--- src/hw/rtl/dfp_pkg.sv ---
// dfp_pkg: shared types and constants for the delimited field parser.
// No dependencies.
package dfp_pkg;

    localparam logic [7:0] QUOTE_BYTE   = 8'd34;
    localparam logic [7:0] NEWLINE_BYTE = 8'd10;
    localparam logic [7:0] COMMA_BYTE   = 8'd44;

    localparam logic [1:0] KIND_DATA  = 2'd0;
    localparam logic [1:0] KIND_FIELD = 2'd1;
    localparam logic [1:0] KIND_ROW   = 2'd2;

    localparam int FIFO_DEPTH = 4;
    localparam int FIFO_AW    = $clog2(FIFO_DEPTH);
    localparam int FIFO_CW    = $clog2(FIFO_DEPTH + 1);

    typedef struct packed {
        logic       eoi;
        logic       is_quote;
        logic       is_sep;
        logic       is_nl;
        logic [7:0] data;
    } dfp_item_t;

endpackage

--- src/hw/rtl/dfp_front.sv ---
// dfp_front: holds the separator register and classifies each input byte.
// Depends on dfp_pkg.
module dfp_front import dfp_pkg::*;
(
    input  logic       clk,
    input  logic       rst_n,
    input  logic       cfg_we,
    input  logic [7:0] cfg_wdata,
    input  logic       req_eoi,
    input  logic [7:0] req_byte,
    output dfp_item_t  item
);

    logic [7:0] sep_reg;
    logic [7:0] sep_next;
    logic [7:0] sep_eff;

    always_comb
    begin
        sep_next = cfg_we ? cfg_wdata : sep_reg;
    end

    always_ff @(posedge clk or negedge rst_n)
    begin
        if (!rst_n)
        begin
            sep_reg <= COMMA_BYTE;
        end
        else
        begin
            sep_reg <= sep_next;
        end
    end

    // a quote as separator acts as a comma
    assign sep_eff = (sep_reg == QUOTE_BYTE) ? COMMA_BYTE : sep_reg;

    always_comb
    begin
        item.eoi      = req_eoi;
        item.is_quote = (req_byte == QUOTE_BYTE);
        item.is_sep   = (req_byte == sep_eff);
        item.is_nl    = (req_byte == NEWLINE_BYTE);
        item.data     = req_byte;
    end

endmodule

--- src/hw/rtl/dfp_fifo.sv ---
// dfp_fifo: short queue of classified words between front and back.
// Depends on dfp_pkg.
module dfp_fifo import dfp_pkg::*;
(
    input  logic      clk,
    input  logic      rst_n,
    input  logic      push,
    input  dfp_item_t push_data,
    output logic      full,
    input  logic      pop,
    output dfp_item_t pop_data,
    output logic      empty
);

    dfp_item_t              mem_reg [FIFO_DEPTH];
    logic [FIFO_AW-1:0]     wr_ptr_reg;
    logic [FIFO_AW-1:0]     wr_ptr_next;
    logic [FIFO_AW-1:0]     rd_ptr_reg;
    logic [FIFO_AW-1:0]     rd_ptr_next;
    logic [FIFO_CW-1:0]     count_reg;
    logic [FIFO_CW-1:0]     count_next;
    logic                   do_push;
    logic                   do_pop;

    assign full     = (count_reg == FIFO_CW'(FIFO_DEPTH));
    assign empty    = (count_reg == '0);
    assign do_push  = push && !full;
    assign do_pop   = pop && !empty;
    assign pop_data = mem_reg[rd_ptr_reg];

    always_comb
    begin
        wr_ptr_next = do_push ? wr_ptr_reg + 1'b1 : wr_ptr_reg;
        rd_ptr_next = do_pop ? rd_ptr_reg + 1'b1 : rd_ptr_reg;
        count_next  = count_reg;
        if (do_push && !do_pop)
        begin
            count_next = count_reg + 1'b1;
        end
        else if (do_pop && !do_push)
        begin
            count_next = count_reg - 1'b1;
        end
    end

    always_ff @(posedge clk or negedge rst_n)
    begin
        if (!rst_n)
        begin
            wr_ptr_reg <= '0;
            rd_ptr_reg <= '0;
            count_reg  <= '0;
        end
        else
        begin
            wr_ptr_reg <= wr_ptr_next;
            rd_ptr_reg <= rd_ptr_next;
            count_reg  <= count_next;
        end
    end

    always_ff @(posedge clk)
    begin
        if (do_push)
        begin
            mem_reg[wr_ptr_reg] <= push_data;
        end
    end

endmodule

--- src/hw/rtl/dfp_back.sv ---
// dfp_back: parse state machine and output register.
// Depends on dfp_pkg.
module dfp_back import dfp_pkg::*;
(
    input  logic       clk,
    input  logic       rst_n,
    input  logic       q_empty,
    input  dfp_item_t  q_data,
    output logic       q_pop,
    output logic       out_valid,
    input  logic       out_ready,
    output logic [1:0] out_kind,
    output logic [7:0] out_byte
);

    localparam logic [1:0] MODE_START  = 2'd0;
    localparam logic [1:0] MODE_PLAIN  = 2'd1;
    localparam logic [1:0] MODE_QUOTED = 2'd2;
    localparam logic [1:0] MODE_QSEEN  = 2'd3;

    logic [1:0] mode_reg;
    logic [1:0] mode_next;
    logic       row_reg;
    logic       row_next;
    logic       valid_reg;
    logic       valid_next;
    logic [1:0] kind_reg;
    logic [1:0] kind_next;
    logic [7:0] byte_reg;
    logic [7:0] byte_next;
    logic       emit;
    logic [1:0] emit_kind;

    assign q_pop = !q_empty && (!valid_reg || out_ready);

    always_comb
    begin
        mode_next = mode_reg;
        row_next  = row_reg;
        emit      = 1'b0;
        emit_kind = KIND_DATA;
        if (q_data.eoi)
        begin
            mode_next = MODE_START;
            if (row_reg || mode_reg != MODE_START)
            begin
                emit      = 1'b1;
                emit_kind = KIND_ROW;
                row_next  = 1'b0;
            end
        end
        else
        begin
            case (mode_reg)
                MODE_START:
                begin
                    if (q_data.is_quote)
                    begin
                        mode_next = MODE_QUOTED;
                        row_next  = 1'b1;
                    end
                    else if (q_data.is_sep)
                    begin
                        emit      = 1'b1;
                        emit_kind = KIND_FIELD;
                        row_next  = 1'b1;
                    end
                    else if (q_data.is_nl)
                    begin
                        if (row_reg)
                        begin
                            emit      = 1'b1;
                            emit_kind = KIND_ROW;
                            row_next  = 1'b0;
                        end
                    end
                    else
                    begin
                        emit      = 1'b1;
                        mode_next = MODE_PLAIN;
                        row_next  = 1'b1;
                    end
                end
                MODE_PLAIN:
                begin
                    emit = 1'b1;
                    if (!q_data.is_quote && q_data.is_sep)
                    begin
                        emit_kind = KIND_FIELD;
                        mode_next = MODE_START;
                        row_next  = 1'b1;
                    end
                    else if (!q_data.is_quote && q_data.is_nl)
                    begin
                        emit_kind = KIND_ROW;
                        mode_next = MODE_START;
                        row_next  = 1'b0;
                    end
                end
                MODE_QUOTED:
                begin
                    if (q_data.is_quote)
                    begin
                        mode_next = MODE_QSEEN;
                    end
                    else
                    begin
                        emit = 1'b1;
                    end
                end
                default:
                begin
                    emit = 1'b1;
                    if (q_data.is_quote)
                    begin
                        mode_next = MODE_QUOTED;
                    end
                    else if (q_data.is_sep)
                    begin
                        emit_kind = KIND_FIELD;
                        mode_next = MODE_START;
                        row_next  = 1'b1;
                    end
                    else if (q_data.is_nl)
                    begin
                        emit_kind = KIND_ROW;
                        mode_next = MODE_START;
                        row_next  = 1'b0;
                    end
                    else
                    begin
                        mode_next = MODE_PLAIN;
                    end
                end
            endcase
        end
    end

    always_comb
    begin
        valid_next = valid_reg && !out_ready;
        kind_next  = kind_reg;
        byte_next  = byte_reg;
        if (q_pop && emit)
        begin
            valid_next = 1'b1;
            kind_next  = emit_kind;
            byte_next  = (emit_kind == KIND_DATA) ? q_data.data : 8'd0;
        end
    end

    always_ff @(posedge clk or negedge rst_n)
    begin
        if (!rst_n)
        begin
            mode_reg  <= MODE_START;
            row_reg   <= 1'b0;
            valid_reg <= 1'b0;
        end
        else
        begin
            if (q_pop)
            begin
                mode_reg <= mode_next;
                row_reg  <= row_next;
            end
            valid_reg <= valid_next;
        end
    end

    always_ff @(posedge clk)
    begin
        kind_reg <= kind_next;
        byte_reg <= byte_next;
    end

    assign out_valid = valid_reg;
    assign out_kind  = kind_reg;
    assign out_byte  = byte_reg;

endmodule

--- src/hw/rtl/delimited_field_parser.sv ---
// delimited_field_parser: streaming CSV-style field parser, top level.
// Depends on dfp_pkg, dfp_front, dfp_fifo, dfp_back.
//
// Usage:
//   Slave stream: one word per text byte (tdata) with tuser = 0, or an
//   end-of-input word with tuser = 1 that closes an open row.
//   Master stream: one word per field data byte (tuser = 0, tdata = byte),
//   end of field (tuser = 1) or end of field and row (tuser = 2), tdata zero
//   on marks. An input word gives zero or one output word.
//   cfg_we/cfg_wdata write the field separator (reset ','); write only idle.
//   Throughput: one word per cycle on both sides unless the master stalls.
//   An accepted word is classified by the front into a 4-entry queue, then
//   the back state machine writes its result into an output register.
//   Reset: queue empty, parser at field start with no row open, separator
//   back to ','.
//   Master stall: the output word holds; the queue fills and s_axis_tready
//   drops once it holds four words.
module delimited_field_parser import dfp_pkg::*;
(
    input  logic       clk,
    input  logic       rst_n,
    input  logic       cfg_we,
    input  logic [7:0] cfg_wdata,
    input  logic       s_axis_tvalid,
    output logic       s_axis_tready,
    input  logic [7:0] s_axis_tdata,   // [7:0] in_byte
    input  logic       s_axis_tuser,   // [0] req_type
    output logic       m_axis_tvalid,
    input  logic       m_axis_tready,
    output logic [7:0] m_axis_tdata,   // [7:0] out_byte
    output logic [1:0] m_axis_tuser    // [1:0] out_kind
);

    dfp_item_t front_item;
    dfp_item_t q_data;
    logic      q_full;
    logic      q_empty;
    logic      q_pop;

    dfp_front u_front
    (
        .clk       (clk),
        .rst_n     (rst_n),
        .cfg_we    (cfg_we),
        .cfg_wdata (cfg_wdata),
        .req_eoi   (s_axis_tuser),
        .req_byte  (s_axis_tdata),
        .item      (front_item)
    );

    dfp_fifo u_fifo
    (
        .clk       (clk),
        .rst_n     (rst_n),
        .push      (s_axis_tvalid),
        .push_data (front_item),
        .full      (q_full),
        .pop       (q_pop),
        .pop_data  (q_data),
        .empty     (q_empty)
    );

    dfp_back u_back
    (
        .clk       (clk),
        .rst_n     (rst_n),
        .q_empty   (q_empty),
        .q_data    (q_data),
        .q_pop     (q_pop),
        .out_valid (m_axis_tvalid),
        .out_ready (m_axis_tready),
        .out_kind  (m_axis_tuser),
        .out_byte  (m_axis_tdata)
    );

    assign s_axis_tready = !q_full;

    a_accept_queued: assert property (@(posedge clk) disable iff (!rst_n)
        (s_axis_tvalid && s_axis_tready) |=> !q_empty)
        else $error("accepted word not queued");

    a_kind_legal: assert property (@(posedge clk) disable iff (!rst_n)
        m_axis_tvalid |-> (m_axis_tuser == KIND_DATA || m_axis_tuser == KIND_FIELD
                           || m_axis_tuser == KIND_ROW))
        else $error("illegal output kind");

    a_mark_zero: assert property (@(posedge clk) disable iff (!rst_n)
        (m_axis_tvalid && m_axis_tuser != KIND_DATA) |-> (m_axis_tdata == 8'd0))
        else $error("mark word carries data");

endmodule

--- config.mk ---
export PLATFORM = sky130hd
export DESIGN_NAME = delimited_field_parser
export DESIGN_NICKNAME = d
export VERILOG_FILES = /design/src/hw/rtl/dfp_pkg.sv /design/src/hw/rtl/dfp_front.sv /design/src/hw/rtl/dfp_fifo.sv /design/src/hw/rtl/dfp_back.sv /design/src/hw/rtl/delimited_field_parser.sv
export SDC_FILE = /design/constraint.sdc
export NUM_CORES = 1
export LEC_CHECK = 0
export ABC_AREA = 1
export BUFFER_PORTS_ARGS = -buffer_cell sky130_fd_sc_hd__buf_2
export CELL_PAD_IN_SITES_DETAIL_PLACEMENT = 1
export CELL_PAD_IN_SITES_GLOBAL_PLACEMENT = 1
export CORE_MARGIN = 8
export CORE_UTILIZATION = 46
export DETAILED_ROUTE_END_ITERATION = 6
export GPL_TIMING_DRIVEN = 0
export PLACE_DENSITY_LB_ADDON = 0.3
export SKIP_CTS_REPAIR_TIMING = 1
export SLEW_MARGIN = 40
export SYNTH_ARGS = -nofsm -noshare
export SYNTH_HDL_FRONTEND = slang
export SYNTH_SLANG_ARGS = --single-unit
--- constraint.sdc ---
create_clock -name clk -period 2.4 [get_ports clk]
set_input_delay 0.48 -clock clk [delete_from_list [all_inputs] [get_ports clk]]
set_output_delay 0.48 -clock clk [all_outputs]
set_load 0.01 [all_outputs]
== After elaboration in Yosys (flattened, before gate mapping) ==
Memories as Yosys holds them, arrays and structs flattened.
Cells that the tools add are included.

* Flip-flop bits (word level): 29
* Output and inout port bits: 12
* RAM bits: 48
* Input port bits: 22
* Logic and storage cells: 102
* Memories: 1

{| class="wikitable"
|+ Memory list
! memory !! depth !! width !! rd ports !! clocked after Yosys merged registers in !! write ports !! line !! text
|-
| u_fifo.mem_reg || 4 || 12 || 1 || 0 || 1 || dfp_fifo.sv:15 || <nowiki>dfp_item_t mem_reg [FIFO_DEPTH];</nowiki>
|}

* Reductions and logical operators: 26
* $add $sub $neg: 4
* Mux-type cells: 48
* Equal/unequal tests: 14

{| class="wikitable"
|+ Operators with widths
! operator !! number
|-
| $mux W2 || 20
|-
| $mux W1 || 21
|-
| $eq A8 B6 Y1 const B || 2
|-
| $pmux W2 S3 || 2
|-
| $logic_and A1 B1 Y1 || 9
|-
| $eq A8 B4 Y1 const B || 1
|-
| $eq A8 B8 Y1 || 1
|-
| $mux W8 || 1
|-
| $ne A4 B3 Y1 const B || 2
|-
| $logic_not A1 Y1 || 7
|-
| $mux W3 || 2
|-
| $reduce_and A6 Y1 || 1
|-
| $reduce_and A5 Y1 || 1
|-
| $reduce_bool A5 Y1 || 1
|-
| $add A2 B1 Y2 const B || 2
|-
| $logic_not A2 Y1 || 2
|-
| $ne A4 B2 Y1 const B || 1
|-
| $ne A4 B4 Y1 const B || 1
|-
| $reduce_bool A2 Y1 || 2
|-
| $add A3 B1 Y3 const B || 1
|-
| $eq A3 B3 Y1 const B || 1
|-
| $logic_not A3 Y1 || 1
|-
| $ne A3 B2 Y1 const B || 1
|-
| $pmux W1 S3 || 1
|-
| 7 further kinds || 8
|}

== Logic depth before layout (Yosys ltp) ==
* Word-level depth: 8
* Depth in mapped cells: 12
* Depth with buffers taken out: 11

== Hierarchy ==
Synthesis repeated with hierarchy kept, for this count alone.

* Cells, all modules: 383
* Area, all modules: 3,788.6 um^2

{| class="wikitable"
|+ Modules (own cells, without submodules)
! module !! instances !! area each (um^2) !! cells an instance !! sequential area each (um^2)
|-
| dfp_fifo || 1 || 2,436.1 || 201 || 1,616.6
|-
| dfp_back || 1 || 752.0 || 92 || 400.4
|-
| dfp_front || 1 || 596.8 || 89 || 203.9
|-
| delimited_field_parser || 1 || 3.8 || 1 || 0.0
|}

== Worst setup path before layout ==
No wires, ideal clock.

* Path kind: in2reg
* Start point: in m_axis_tready
* End point: reg u_fifo.count_reg[1]
* Slack: 541 ps
* Data required time: 2,277 ps
* Arrival time: 1,736 ps
* Path buffers: 0
* Setup time: 123 ps
* Stages on the path: 8
* Path through: nor2_1 > a31oi_1 > inv_1 > ha_1 > inv_1 > fa_1 > nor2_1 > a21oi_1

* Longest elaborated chain between the ends: 6
* Elaborated cells between the ends (all ways): 8
* Classes of those cells: mux (1); reduce/logical (7)

{| class="wikitable"
|+ RTL lines
! what !! line !! text
|-
| start, declared || delimited_field_parser.sv:29 || <nowiki>input logic m_axis_tready,</nowiki>
|-
| $logic_or A1 B1 Y1 || dfp_back.sv:34 || <nowiki>assign q_pop = !q_empty && (!valid_reg || out_ready);</nowiki>
|-
| $logic_and A1 B1 Y1 || dfp_back.sv:34 ||
|-
| $logic_and A1 B1 Y1 || dfp_fifo.sv:28 || <nowiki>assign do_pop = pop && !empty;</nowiki>
|-
| $logic_not A1 Y1 || dfp_fifo.sv:36 || <nowiki>if (do_push && !do_pop)</nowiki>
|-
| $logic_and A1 B1 Y1 || dfp_fifo.sv:36 ||
|-
| $mux W3 || dfp_fifo.sv:36 ||
|-
| via u_fifo.count_next[1] || dfp_fifo.sv:21 || <nowiki>logic [FIFO_CW-1:0] count_next;</nowiki>
|-
| end signal, assigned || dfp_fifo.sv:58 || <nowiki>count_reg <= count_next;</nowiki>
|-
| end, declared || dfp_fifo.sv:20 || <nowiki>logic [FIFO_CW-1:0] count_reg;</nowiki>
|}

The timed path passes the listed nets, and every way through them passes these cells.
A chain may end at the register's enable or synchronous reset.

== Worst setup path in the final report ==
* Start point: reg u_fifo.count_reg[1]
* End point: reg u_fifo.count_reg[1]

* Longest elaborated chain between the ends: 7
* Elaborated cells between the ends (all ways): 16
* Classes of those cells: add/sub (2); eq/ne (1); mux (2); reduce/logical (11)

{| class="wikitable"
|+ RTL lines
! what !! line
|-
| parallel branches: the longest is 6 deep, another holds $sub A3 B1 Y3 || --
|-
| $mux W3 (*) || dfp_fifo.sv:36
|-
| via u_fifo.count_next[1] || dfp_fifo.sv:21
|}

Mark *: on every way through the listed nets, which the timed path passes. The select of a mux whose other input is x is not followed.

==> results.py <==
metrics = {
    "sta": {
        "post-route-period-util": 0.906,
        "rsz0062_at_grt": "no",
        "hold_viol_final": 0,
        "period_needed_ns": 2.17,
        "setup-violations-final": 0,
        "fin_ws_ns": 0.225,
        "tightestPinTransition_ns": 0.735,
        "slew_headroom": 0.509,
        "finalSetupTns_ns": 0,
        "skew_ns": 0.00766,
        "finalMaxSlewViolations": 0,
        "fmax_ghz": 0.460,
    },
    "yosys": {
        "synth_common_cells": "nand2_1, edfxtp_1, nor2_1",
        "syn_nets": 350,
        "synth.most_common_cell": "nand2_1",
        "yosysTopAreaCellShare": 0.502,
        "synth.yosys.warnings": 0,
        "synth-async-reset-ratio": 0.247,
        "syn_area_um2": 3470,
        "yosysUniqueCellTypes": 32,
        "synth.area.top_cells": "edfxtp_1, dfrtp_1, nand2_1, nor2_1, inv_1",
        "ys_ff_latch": 77,
        "syn_area_per_cell_um2": 10.8,
        "synthFlopType": "edfxtp_1",
        "synth_edf_count": 58,
        "yosysTopAreaCell": "edfxtp_1",
        "seq_area_frac_synth": 0.640,
        "synthCells": 322,
    },
    "floorplan": {
        "die-area_um2": 10600,
        "die_h_um": 103,
        "core_um2": 7290,
        "initial_core_util": 0.476,
        "rows": 31,
        "io_pins": 34,
        "die_w_um": 103,
    },
    "worst_setup_path": {
        "critPathRequiredTime_ns": 2.64,
        "crit_type": "reg2reg",
        "r2r_start": "u_fifo.count_reg[1]",
        "r2r-end": "u_fifo.count_reg[1]",
        "reg2reg_slack_ns": 0.23,
        "critPathMaxFanout": 5,
        "cp.arrival_ns": 2.41,
        "worstSetupStartpoint": "u_fifo.count_reg[1]",
        "rr_worst_depth": 8,
        "crit_path_start_kind": "flip-flop",
        "cp-end-kind": "flip-flop",
        "endpoint": "u_fifo.count_reg[1]",
    },
    "power": {
        "powerDensity_nw_per_um2": 1270,
        "peakVddDrop_uv": 608,
        "leakage_uw": 0.00168,
    },
    "clock_tree": {
        "clk_pin_slew_worst_paths_ns": 0.08,
        "htree_num_levels": 3,
        "clk_path_buf_depth": 2,
        "clkLatencyLatePin_ns": 0.35,
        "cts_made_buffers": 9,
        "cts_tree": "yes",
        "root_buffer": "clkbuf_8",
        "clock_sink_count": 77,
    },
    "route": {
        "drcViolationCount": 0,
        "top_layer": "met4",
        "routedWlPerCell_um": 16.5,
        "firstDrtPassIters": 5,
        "ant_nets": 0,
        "wirelength_um": 7740,
        "met1Wirelength_um": 3420,
        "dr_wl_met2_um": 3910,
        "vias": 2413,
        "via_per_inst": 5.13,
        "wl_met3_um": 325,
        "drtIter0Drc": 86,
    },
    "layout": {
        "multi_input_area_um2": 1060,
        "fin_area_um2": 3940,
        "area_growth_pct": 13.4,
        "largest_reg_flops": 48,
        "regArea_um2": 2220,
        "antenna-diode-count": 0,
        "drive_gt1_frac": 0.224,
        "fin_nets": 394,
        "n_fill_cell": 841,
    },
    "place": {
        "pre_cts_ws_ns": 0.110,
        "dp_hpwl_um": 5610,
        "gp_congestion": 0.811,
        "io_buffers": 33,
        "place_area_um2": 3770,
    },
    "grt": {
        "grt_overflow_total": 0,
        "grt_pass1_wl_um": 12900,
        "grt_pass1_vias": 2672,
        "grt_usage": 0.163,
        "grt_max_degree": 20,
        "grt_antenna_before_repair": 0,
    },
    "outcome": {
        "status": "complete, no violations",
    },
    "min_path": {
        "hp-class": "in2async",
    },
    "run": {
        "cap_viol_max_count": 0,
    },
}
## metrics by stage
step	instances	util	total power, uW	hold WS [ns]
final	470	0.540	5000	0.0733
after global routing	470	0.540	5370	0.106
after CTS	470	0.540	5040	0.0800
after detailed placement	454	0.517	4180	0.452
after global placement	454	0.516	4030	0.450
after floorplan	322	-	3520	0.184
## cells by family (layout without fill, tap and decap cells)
| group | Yosys count | in the layout | share of synthesized area |
|---|---|---|---|
| AND/OR/NAND/NOR | 138 | 138 | 0.177 |
| flip-flops | 77 | 77 | 0.640 |
| buffers and inverters | 47 | 96 | 0.0584 |
| AO/OA/AOI/OAI | 40 | 40 | 0.0624 |
| XOR/XNOR | 10 | 10 | 0.0252 |
| adder cells (fa/ha/maj) | 6 | 6 | 0.0238 |
| multiplexers | 4 | 4 | 0.0130 |
## report_power, final
part	leakage (uW)	internal, uW	switching, uW
registers	0.000766	1910	136
clock network	0.0000841	374	484
logic	0.000827	673	1420
total	0.00168	2950	2040
## worst min path at each step
stage | slack (ns) | cells after the start | end | startpoint
global route | 0.11 | 1 | u_back.mode_reg[1] | rst_n
CTS | 0.08 | 1 | u_back.row_reg | rst_n
global placement | 0.45 | 1 | u_back.row_reg | rst_n
detailed placement | 0.45 | 1 | u_back.row_reg | rst_n
floorplan | 0.18 | 0 | u_back.mode_reg[0] | rst_n
finish | 0.07 | 1 | u_fifo.rd_ptr_reg[1] | rst_n
## area by class of cell
class / count / share of cell area
multi-input combinational: 198 / 0.269
sequential: 77 / 0.564
inverter: 39 / 0.0378
tap: 99 / 0.0315
clock buffer: 10 / 0.0324
timing repair buffer: 33 / 0.0420
clock inverter: 6 / 0.00985
buffer: 8 / 0.0137
## worst max-delay path: stages, from the launching register on
cell and delay [ns]:
dfrtp_1 0.39, inv_1 0.08, a31oi_1 0.48, inv_1 0.20
ha_1 0.25, inv_1 0.10, fa_1 0.42, nor2_1 0.11
a21oi_1 0.05
## per-layer routing
metal  vias to the layer above  global-route usage
met1                      1188               0.191
met2                        53               0.283
met4                         0              0.0612
met3                         9              0.0378
li1                       1163                   -
met5                         -                   0
## placed cells by master (no fill, tap or decap), types with 3 or more instances in the layout
cell type and instances:
nand4_1 3, o21ai_0 25, ha_1 5, clkbuf_8 9, nor2_1 41, xnor2_1 4, nand3_1 12, mux2_2 4
edfxtp_1 58, nand2_1 59, nand2_2 6, xor2_1 6, dfrtp_1 16, dfstp_2 3, inv_1 36, nor3_1 3
nand3_2 5, o22ai_1 8, buf_2 37, nor2_2 5, a21oi_1 4
Power figures use the tool's default switching activity.
